File: src/sv/servo_packet_framer_defines.svh
// Assertion macros shared by the servo packet framer.
// No dependencies.
`ifndef SERVO_PACKET_FRAMER_DEFINES_SVH
`define SERVO_PACKET_FRAMER_DEFINES_SVH

// Same-cycle implication, disabled in reset.
`define SPF_ASSERT_NOW(label, clk, rst, ante, cons, msg) \
  label: assert property (@(posedge clk) disable iff (rst) (ante) |-> (cons)) \
    else $error(msg);

// Next-cycle implication, disabled in reset.
`define SPF_ASSERT_NEXT(label, clk, rst, ante, cons, msg) \
  label: assert property (@(posedge clk) disable iff (rst) (ante) |=> (cons)) \
    else $error(msg);

`endif

File: src/sv/spf_pkg.sv
// Types and constants for the servo packet framer.
// No dependencies; used by the controller, datapath and top level.
package spf_pkg;

  localparam logic [7:0] SYNC_BYTE  = 8'hFF;
  localparam logic [7:0] CHK_MASK   = 8'hFE;
  localparam logic [7:0] HEADER_LEN = 8'd7;

  localparam logic MODE_BEGIN   = 1'b0;
  localparam logic MODE_PAYLOAD = 1'b1;

  typedef enum logic [1:0] {
    ST_IDLE,
    ST_HDR,
    ST_RD,
    ST_LD
  } spf_state_t;

  typedef enum logic [2:0] {
    HP_SYNC0,
    HP_SYNC1,
    HP_SIZE,
    HP_ID,
    HP_CMD,
    HP_CHK1,
    HP_CHK2
  } hdr_pos_t;

  typedef struct packed {
    logic accept;
    logic idx_clr;
    logic load_hdr;
    logic rd_en;
    logic load_pay;
  } spf_cmd_t;

  typedef struct packed {
    logic emit_req;
    logic out_free;
    logic hdr_last;
    logic pay_empty;
    logic pay_last;
  } spf_sts_t;

endpackage

File: src/sv/spf_ram.sv
// Generic single-write, single-read RAM with registered read data.
// No dependencies.
module spf_ram #(
  parameter int WIDTH = 8,
  parameter int DEPTH = 32,
  parameter int AW    = (DEPTH > 1) ? $clog2(DEPTH) : 1
) (
  input  logic             clk,
  input  logic             we,
  input  logic [AW-1:0]    waddr,
  input  logic [WIDTH-1:0] wdata,
  input  logic             re,
  input  logic [AW-1:0]    raddr,
  output logic [WIDTH-1:0] rdata
);

  logic [WIDTH-1:0] mem [DEPTH];

  always_ff @(posedge clk) begin
    if (we) begin
      mem[waddr] <= wdata;
    end
    if (re) begin
      rdata <= mem[raddr];
    end
  end

endmodule

File: src/sv/spf_ctrl.sv
// Frame controller: sequences word intake, header emission and payload readout.
// Depends on spf_pkg.
module spf_ctrl import spf_pkg::*; (
  input  logic     clk,
  input  logic     rst,
  input  logic     in_valid,
  output logic     in_stall,
  input  spf_sts_t sts,
  output spf_cmd_t cmd
);

  spf_state_t state, state_next;

  always_ff @(posedge clk) begin
    if (rst) begin
      state <= ST_IDLE;
    end else begin
      state <= state_next;
    end
  end

  always_comb begin
    state_next = state;
    cmd        = '0;
    in_stall   = (state != ST_IDLE);
    case (state)
      ST_IDLE: begin
        if (in_valid) begin
          cmd.accept = 1'b1;
          if (sts.emit_req) begin
            cmd.idx_clr = 1'b1;
            state_next  = ST_HDR;
          end
        end
      end
      ST_HDR: begin
        if (sts.out_free) begin
          cmd.load_hdr = 1'b1;
          if (sts.hdr_last) begin
            state_next = sts.pay_empty ? ST_IDLE : ST_RD;
          end
        end
      end
      ST_RD: begin
        cmd.rd_en  = 1'b1;
        state_next = ST_LD;
      end
      ST_LD: begin
        if (sts.out_free) begin
          cmd.load_pay = 1'b1;
          state_next   = sts.pay_last ? ST_IDLE : ST_RD;
        end
      end
      default: begin
        state_next = ST_IDLE;
      end
    endcase
  end

endmodule

File: src/sv/spf_dp.sv
// Framer datapath: frame state, payload store, checksum and output register.
// Depends on spf_pkg and spf_ram.
module spf_dp import spf_pkg::*; #(
  parameter int MAX_PAYLOAD = 32
) (
  input  logic       clk,
  input  logic       rst,
  input  logic       mode,
  input  logic [7:0] dev_id,
  input  logic [7:0] command,
  input  logic [7:0] payload_byte,
  input  logic       last,
  input  logic       out_stall,
  output logic       out_valid,
  output logic [7:0] tx_byte,
  output logic       end_of_frame,
  output logic       overflow,
  input  spf_cmd_t   cmd,
  output spf_sts_t   sts
);

  localparam int AW = (MAX_PAYLOAD > 1) ? $clog2(MAX_PAYLOAD) : 1;
  localparam int CW = $clog2(MAX_PAYLOAD + 1);

  logic [CW-1:0] count;
  logic [7:0]    run_xor;
  logic [7:0]    held_id;
  logic [7:0]    held_cmd;
  logic          frame_open;
  logic          dropped;
  hdr_pos_t      hdr_idx;
  logic [CW-1:0] pay_idx;
  logic [CW-1:0] pay_next;
  logic          room;
  logic          store_we;
  logic [7:0]    rd_data;
  logic [7:0]    size;
  logic [7:0]    chk1;
  logic [7:0]    chk2;
  logic [7:0]    hdr_byte;

  assign room     = (count < CW'(MAX_PAYLOAD));
  assign store_we = cmd.accept && (mode == MODE_PAYLOAD) && frame_open && room;
  assign pay_next = pay_idx + CW'(1);

  assign sts.emit_req  = last && ((mode == MODE_BEGIN) || frame_open);
  assign sts.out_free  = !out_valid || !out_stall;
  assign sts.hdr_last  = (hdr_idx == HP_CHK2);
  assign sts.pay_empty = (count == '0);
  assign sts.pay_last  = (pay_next == count);

  always_ff @(posedge clk) begin
    if (rst) begin
      count      <= '0;
      run_xor    <= '0;
      held_id    <= '0;
      held_cmd   <= '0;
      frame_open <= 1'b0;
      dropped    <= 1'b0;
    end else if (cmd.accept) begin
      if (mode == MODE_BEGIN) begin
        held_id    <= dev_id;
        held_cmd   <= command;
        count      <= '0;
        run_xor    <= '0;
        dropped    <= 1'b0;
        frame_open <= 1'b1;
      end else if (frame_open) begin
        if (room) begin
          count   <= count + CW'(1);
          run_xor <= run_xor ^ payload_byte;
        end else begin
          dropped <= 1'b1;
        end
      end
      if (sts.emit_req) begin
        frame_open <= 1'b0;
      end
    end
  end

  spf_ram #(
    .WIDTH(8),
    .DEPTH(MAX_PAYLOAD)
  ) u_store (
    .clk  (clk),
    .we   (store_we),
    .waddr(count[AW-1:0]),
    .wdata(payload_byte),
    .re   (cmd.rd_en),
    .raddr(pay_idx[AW-1:0]),
    .rdata(rd_data)
  );

  always_ff @(posedge clk) begin
    if (rst) begin
      hdr_idx <= HP_SYNC0;
      pay_idx <= '0;
    end else if (cmd.idx_clr) begin
      hdr_idx <= HP_SYNC0;
      pay_idx <= '0;
    end else begin
      if (cmd.load_hdr && !sts.hdr_last) begin
        hdr_idx <= hdr_pos_t'(hdr_idx + 3'd1);
      end
      if (cmd.load_pay) begin
        pay_idx <= pay_next;
      end
    end
  end

  assign size = 8'(count) + HEADER_LEN;
  assign chk1 = (size ^ held_id ^ held_cmd ^ run_xor) & CHK_MASK;
  assign chk2 = (~chk1) & CHK_MASK;

  always_comb begin
    case (hdr_idx)
      HP_SYNC0: hdr_byte = SYNC_BYTE;
      HP_SYNC1: hdr_byte = SYNC_BYTE;
      HP_SIZE:  hdr_byte = size;
      HP_ID:    hdr_byte = held_id;
      HP_CMD:   hdr_byte = held_cmd;
      HP_CHK1:  hdr_byte = chk1;
      HP_CHK2:  hdr_byte = chk2;
      default:  hdr_byte = SYNC_BYTE;
    endcase
  end

  always_ff @(posedge clk) begin
    if (rst) begin
      out_valid <= 1'b0;
    end else if (cmd.load_hdr || cmd.load_pay) begin
      out_valid <= 1'b1;
    end else if (!out_stall) begin
      out_valid <= 1'b0;
    end
  end

  always_ff @(posedge clk) begin
    if (cmd.load_hdr) begin
      tx_byte      <= hdr_byte;
      end_of_frame <= sts.hdr_last && sts.pay_empty;
      overflow     <= dropped;
    end else if (cmd.load_pay) begin
      tx_byte      <= rd_data;
      end_of_frame <= sts.pay_last;
      overflow     <= dropped;
    end
  end

endmodule

File: src/sv/servo_packet_framer.sv
// Servo packet framer top level: controller plus datapath.
// The closing input word sends the controller to ST_HDR, which loads the first frame word.
// Input: one word per cycle while idle; stalled during emission.
// Emission: 7 header words, then each payload word by one store read then one output load
// (ST_RD, ST_LD); every load waits for the output register to be free.
// Reset: synchronous; control and frame state clear, payload store undefined.
`include "servo_packet_framer_defines.svh"
module servo_packet_framer import spf_pkg::*; #(
  parameter int MAX_PAYLOAD = 32
) (
  input  logic       clk,
  input  logic       rst,
  input  logic       in_valid,
  output logic       in_stall,
  input  logic       mode,
  input  logic [7:0] dev_id,
  input  logic [7:0] command,
  input  logic [7:0] payload_byte,
  input  logic       last,
  output logic       out_valid,
  input  logic       out_stall,
  output logic [7:0] tx_byte,
  output logic       end_of_frame,
  output logic       overflow
);

  spf_cmd_t cmd;
  spf_sts_t sts;

  spf_ctrl u_ctrl (
    .clk     (clk),
    .rst     (rst),
    .in_valid(in_valid),
    .in_stall(in_stall),
    .sts     (sts),
    .cmd     (cmd)
  );

  spf_dp #(
    .MAX_PAYLOAD(MAX_PAYLOAD)
  ) u_dp (
    .clk         (clk),
    .rst         (rst),
    .mode        (mode),
    .dev_id      (dev_id),
    .command     (command),
    .payload_byte(payload_byte),
    .last        (last),
    .out_stall   (out_stall),
    .out_valid   (out_valid),
    .tx_byte     (tx_byte),
    .end_of_frame(end_of_frame),
    .overflow    (overflow),
    .cmd         (cmd),
    .sts         (sts)
  );

  `SPF_ASSERT_NOW(a_cmd_excl, clk, rst, 1'b1,
                  $onehot0({cmd.accept, cmd.load_hdr, cmd.rd_en, cmd.load_pay}),
                  "conflicting datapath commands")
  `SPF_ASSERT_NOW(a_load_free, clk, rst, cmd.load_hdr || cmd.load_pay,
                  !out_valid || !out_stall, "output register overwritten while held")
  `SPF_ASSERT_NEXT(a_emit_stall, clk, rst, in_valid && !in_stall && sts.emit_req,
                   in_stall, "input taken during frame emission")

endmodule
File: config.mk
export PLATFORM = sky130hd
export DESIGN_NAME = servo_packet_framer
export DESIGN_NICKNAME = d
export VERILOG_FILES = /design/src/sv/spf_pkg.sv /design/src/sv/spf_ram.sv /design/src/sv/spf_ctrl.sv /design/src/sv/spf_dp.sv /design/src/sv/servo_packet_framer.sv
export VERILOG_INCLUDE_DIRS = /design/src /design/src/sv
export SDC_FILE = /design/constraint.sdc
export NUM_CORES = 1
export LEC_CHECK = 0
export BUFFER_PORTS_ARGS = -buffer_cell sky130_fd_sc_hd__buf_2
export CAP_MARGIN = 20
export CORE_MARGIN = 2
export CORE_UTILIZATION = 35
export DETAILED_ROUTE_END_ITERATION = 8
export GPL_TIMING_DRIVEN = 0
export PLACE_DENSITY = 0.51
export SLEW_MARGIN = 5
export SYNTH_ARGS = -nofsm -noshare
export SYNTH_HDL_FRONTEND = slang
export SYNTH_SLANG_ARGS = --single-unit
export TNS_END_PERCENT = 5
File: constraint.sdc
create_clock -name clk -period 4.7 [get_ports clk]
set_input_delay 0.47 -clock clk [delete_from_list [all_inputs] [get_ports clk]]
set_output_delay 0.47 -clock clk [all_outputs]
set_load 0.005 [all_outputs]
==> summary.md <==
| Metric | Value |
|---|---|
| Status | completed |
| Register area share after synthesis | 70.2% |
| Hold Path Class | input port to flip-flop |
| First-pass GRT wire length | 44,200 um |
| Post-synth EDFFs | 274 |
| Leakage power | 4.67 nW |
| Post-CTS sizing | 0 |
| Sw Share | 20.2% |
| Asr flop ratio synth | 0% |
| Critical-path cell list | or3b_1 > clkbuf_1 > nor3_2 > nand2_1 > nor2_1 |
| Worst path required time | 4.82 ns |
| Seq pwr share | 53.6% |
| Initial DRT Pass Iterations | 5 |
| WP buf/inv | 1 |
| Logic pwr share | 2.7% |
| Peak VDD IR | 0.226 mV |
| Die X | 196 um |
| Layout cells sized above 1 | 22.2% |
| CTS sink cnt | 317 |
| Internal power | 0.00459 W |
| CTS Buf Count | 36 |
| Worst Setup Path Type | flip-flop to flip-flop |
| Worst Path Arrival | 2.92 ns |
| Vias in the first global route | 6,848 |
| Die Span Y | 196 um |
| Main synth FF type | edfxtp_1 |
| Crit-path max cell delay | 0.76 ns |
| RSZ-0062 raised after global routing | false |
| Synth Net Count | 802 |
| Setup Skew | 0.0191 ns |
| Port Buffers | 41 |
| Syn avg cell area | 17.0 um2 |
| Post-Syn Instances | 761 |
| Post-CTS Setup Inserts | 0 |
| DRC viols | 0 |
| CP endpoint kind | flip-flop |
| Post-CTS Hold Fix Bufs | 0 |
| Row count | 70 |
| Net Sw Power | 0.00117 W |
| Full die area | 0.0386 mm2 |
| WL per Instance | 22.2 um |
| H-tree depth | 2 |
| Largest net degree at the start of global routing | 34 |
| CP max FO | 8 |
| Clock power frac | 43.8% |
| Vias per cell | 5.04 |
| Power Dens Cells | 389 mW/mm2 |
| Syn-to-layout area delta | 14.4% |
| Synth warn | 0 |
| Max_cap viols | 0 |
| Slew of the pin with the lowest slew margin | 0.990 ns |
| Initial antenna violation count | 0 |
| Slew headroom | 33.6% |
| Gp weighted congestion | 0.857 |
| Startpoint types | flip-flop |
| IO Count | 42 |
| Max Buffers Root-to-Sink | 3 |
| Nets | 883 |
| Via count | 6,724 |
| Final instance area | 0.0148 mm2 |
| GRT Total Usage | 15.6% |
| CP top delay family | simple AND/OR/NAND/NOR gates |
| Highest clock rate | 358 MHz |
| Antenna Violating Nets Remaining | 0 |
| Syn Std Cell Area | 0.0129 mm2 |
| Sum of negative setup slack | 0 ns |
| Initial Util | 35.5% |
| Clk slew on worst S/H paths | 0.06 ns |
| GRT overflow | 0 |
| Netlist cell types | 51 |
| Fillcell total | 3,284 |
| Worst-Skew Late Latency | 0.51 ns |
| Flops & latches, synth | 317 |
| Slowest CP cell | nor2_1 |
| Commonest cells after routing, fill and taps aside | edfxtp_1 (274), nand2_1 (88), mux4_2 (80), nor2_1 (69), buf_2 (52) |
| Final Max Slew Viols | 0 |
| Fin crit share | 59.5% |
| Area after DPL | 0.0138 mm2 |
| Setup-failing EPs final | 0 |
| Commonest non-fill, non-tap cell in the layout | edfxtp_1 |
| Final min period | 2.80 ns |
| Hold Vio Cnt, Final | 0 |
| DPL Wire Length | 19,700 um |
| Diode count | 0 |
| CTS tree | built |
| Hold WS | 0.176 ns |
| Clk root buf | clkbuf_16 |
| 1st-iter DRT viols | 505 |
| Routed Wire Length | 29,600 um |
| Core Region | 0.0365 mm2 |
## final cells by class
cell class / count / area [um2] / area share [%]
Tap cell: 468 / 586 / 3.95
Clock inverter: 9 / 42.5 / 0.287
Buffer: 37 / 189 / 1.28
Timing Repair Buffer: 43 / 218 / 1.47
Inverter: 11 / 41.3 / 0.279
Clock buffer: 52 / 1000 / 6.77
Sequential cell: 317 / 9090 / 61.4
Multi-Input combinational cell: 396 / 3650 / 24.6
## path summary, 6_finish.rpt
kind / from / to / slack (ns) / depth (start not counted)
max: u_ctrl.state[1]$_SDFFE_PP0P_ / u_dp.u_store.mem[31][2]$_DFFE_PP_ / 1.90 / 5
max reg2reg: u_ctrl.state[1]$_SDFFE_PP0P_ / u_dp.u_store.mem[31][2]$_DFFE_PP_ / 1.90 / 5
min reg2reg: u_dp.held_id[0]$_SDFFE_PP0P_ / u_dp.held_id[0]$_SDFFE_PP0P_ / 0.47 / 2
min: rst / u_ctrl.state[0]$_SDFFE_PP0P_ / 0.18 / 2
## cell families after synthesis
| group | count (synthesis) | share of synthesized area [%] |
|---|---|---|
| compound gates | 62 | 3.14 |
| xor+xnor | 47 | 3.29 |
| fa+ha+maj | 11 | 1.06 |
| buf+inv | 48 | 1.78 |
| flops | 317 | 70.2 |
| mux | 86 | 14.4 |
| simple gates | 190 | 6.16 |
## per-stage QoR
step	power (W)	setup WS (ns)	std cells	utilization, %
final	0.00576	1.90	1333	40.6
after floorplan	0.00321	2.29	761	-
after CTS	0.00582	1.84	1333	40.6
after detailed placement	0.00330	1.65	1272	37.7
after global routing	0.00596	1.69	1333	40.6
after global placement	0.00330	1.22	1270	37.6
## flip-flops by register name, summed over array words and instances, names as in the netlist, 2 cells and up
register            flops
u_dp.u_store.mem      256
u_dp.u_store.rdata      8
u_dp.held_id            8
u_dp.count              6
u_dp.tx_byte            8
u_ctrl.state            2
u_dp.held_cmd           8
u_dp.hdr_idx            3
u_dp.pay_idx            6
u_dp.run_xor            7
## power by group through the flow
stage	sequential [W]	combinational, W	clock, W
4_1_cts	0.00308	0.000158	0.00258
2_1_floorplan	0.00314	0.0000743	0
3_3_place_gp	0.00314	0.000155	0
5_1_grt	0.00308	0.000174	0.00271
6_report	0.00308	0.000155	0.00252
3_5_place_dp	0.00314	0.000157	0
## synthesized netlist by cell type, types with 10 or more instances
library cell | count | area, um2
buf_2 | 10 | 50.1
nor2_1 | 69 | 259
dfxtp_1 | 43 | 861
xor2_1 | 21 | 184
nand2_1 | 88 | 330
inv_1 | 10 | 37.5
a21oi_1 | 22 | 110
mux4_2 | 80 | 1800
clkbuf_1 | 21 | 78.8
edfxtp_1 | 274 | 8230
xnor2_1 | 25 | 219
ha_1 | 11 | 138
## worst register-to-register path: stages (launching register included)
cell	delay [ns]
dfxtp_1	0.35
or3b_1	0.38
clkbuf_1	0.18
nor3_2	0.35
nand2_1	0.38
nor2_1	0.77
## metal layers
layer  GRT usage (%)  share of wire [%]  vias to the layer above
met3            2.87                4.5                       43
li1                -                  -                     3086
met1            21.8                 46                     3440
met5               0                  0                        -
met2            25.0                 47                      155
met4            4.41                2.1                        0
Power figures use the tool's default switching activity.
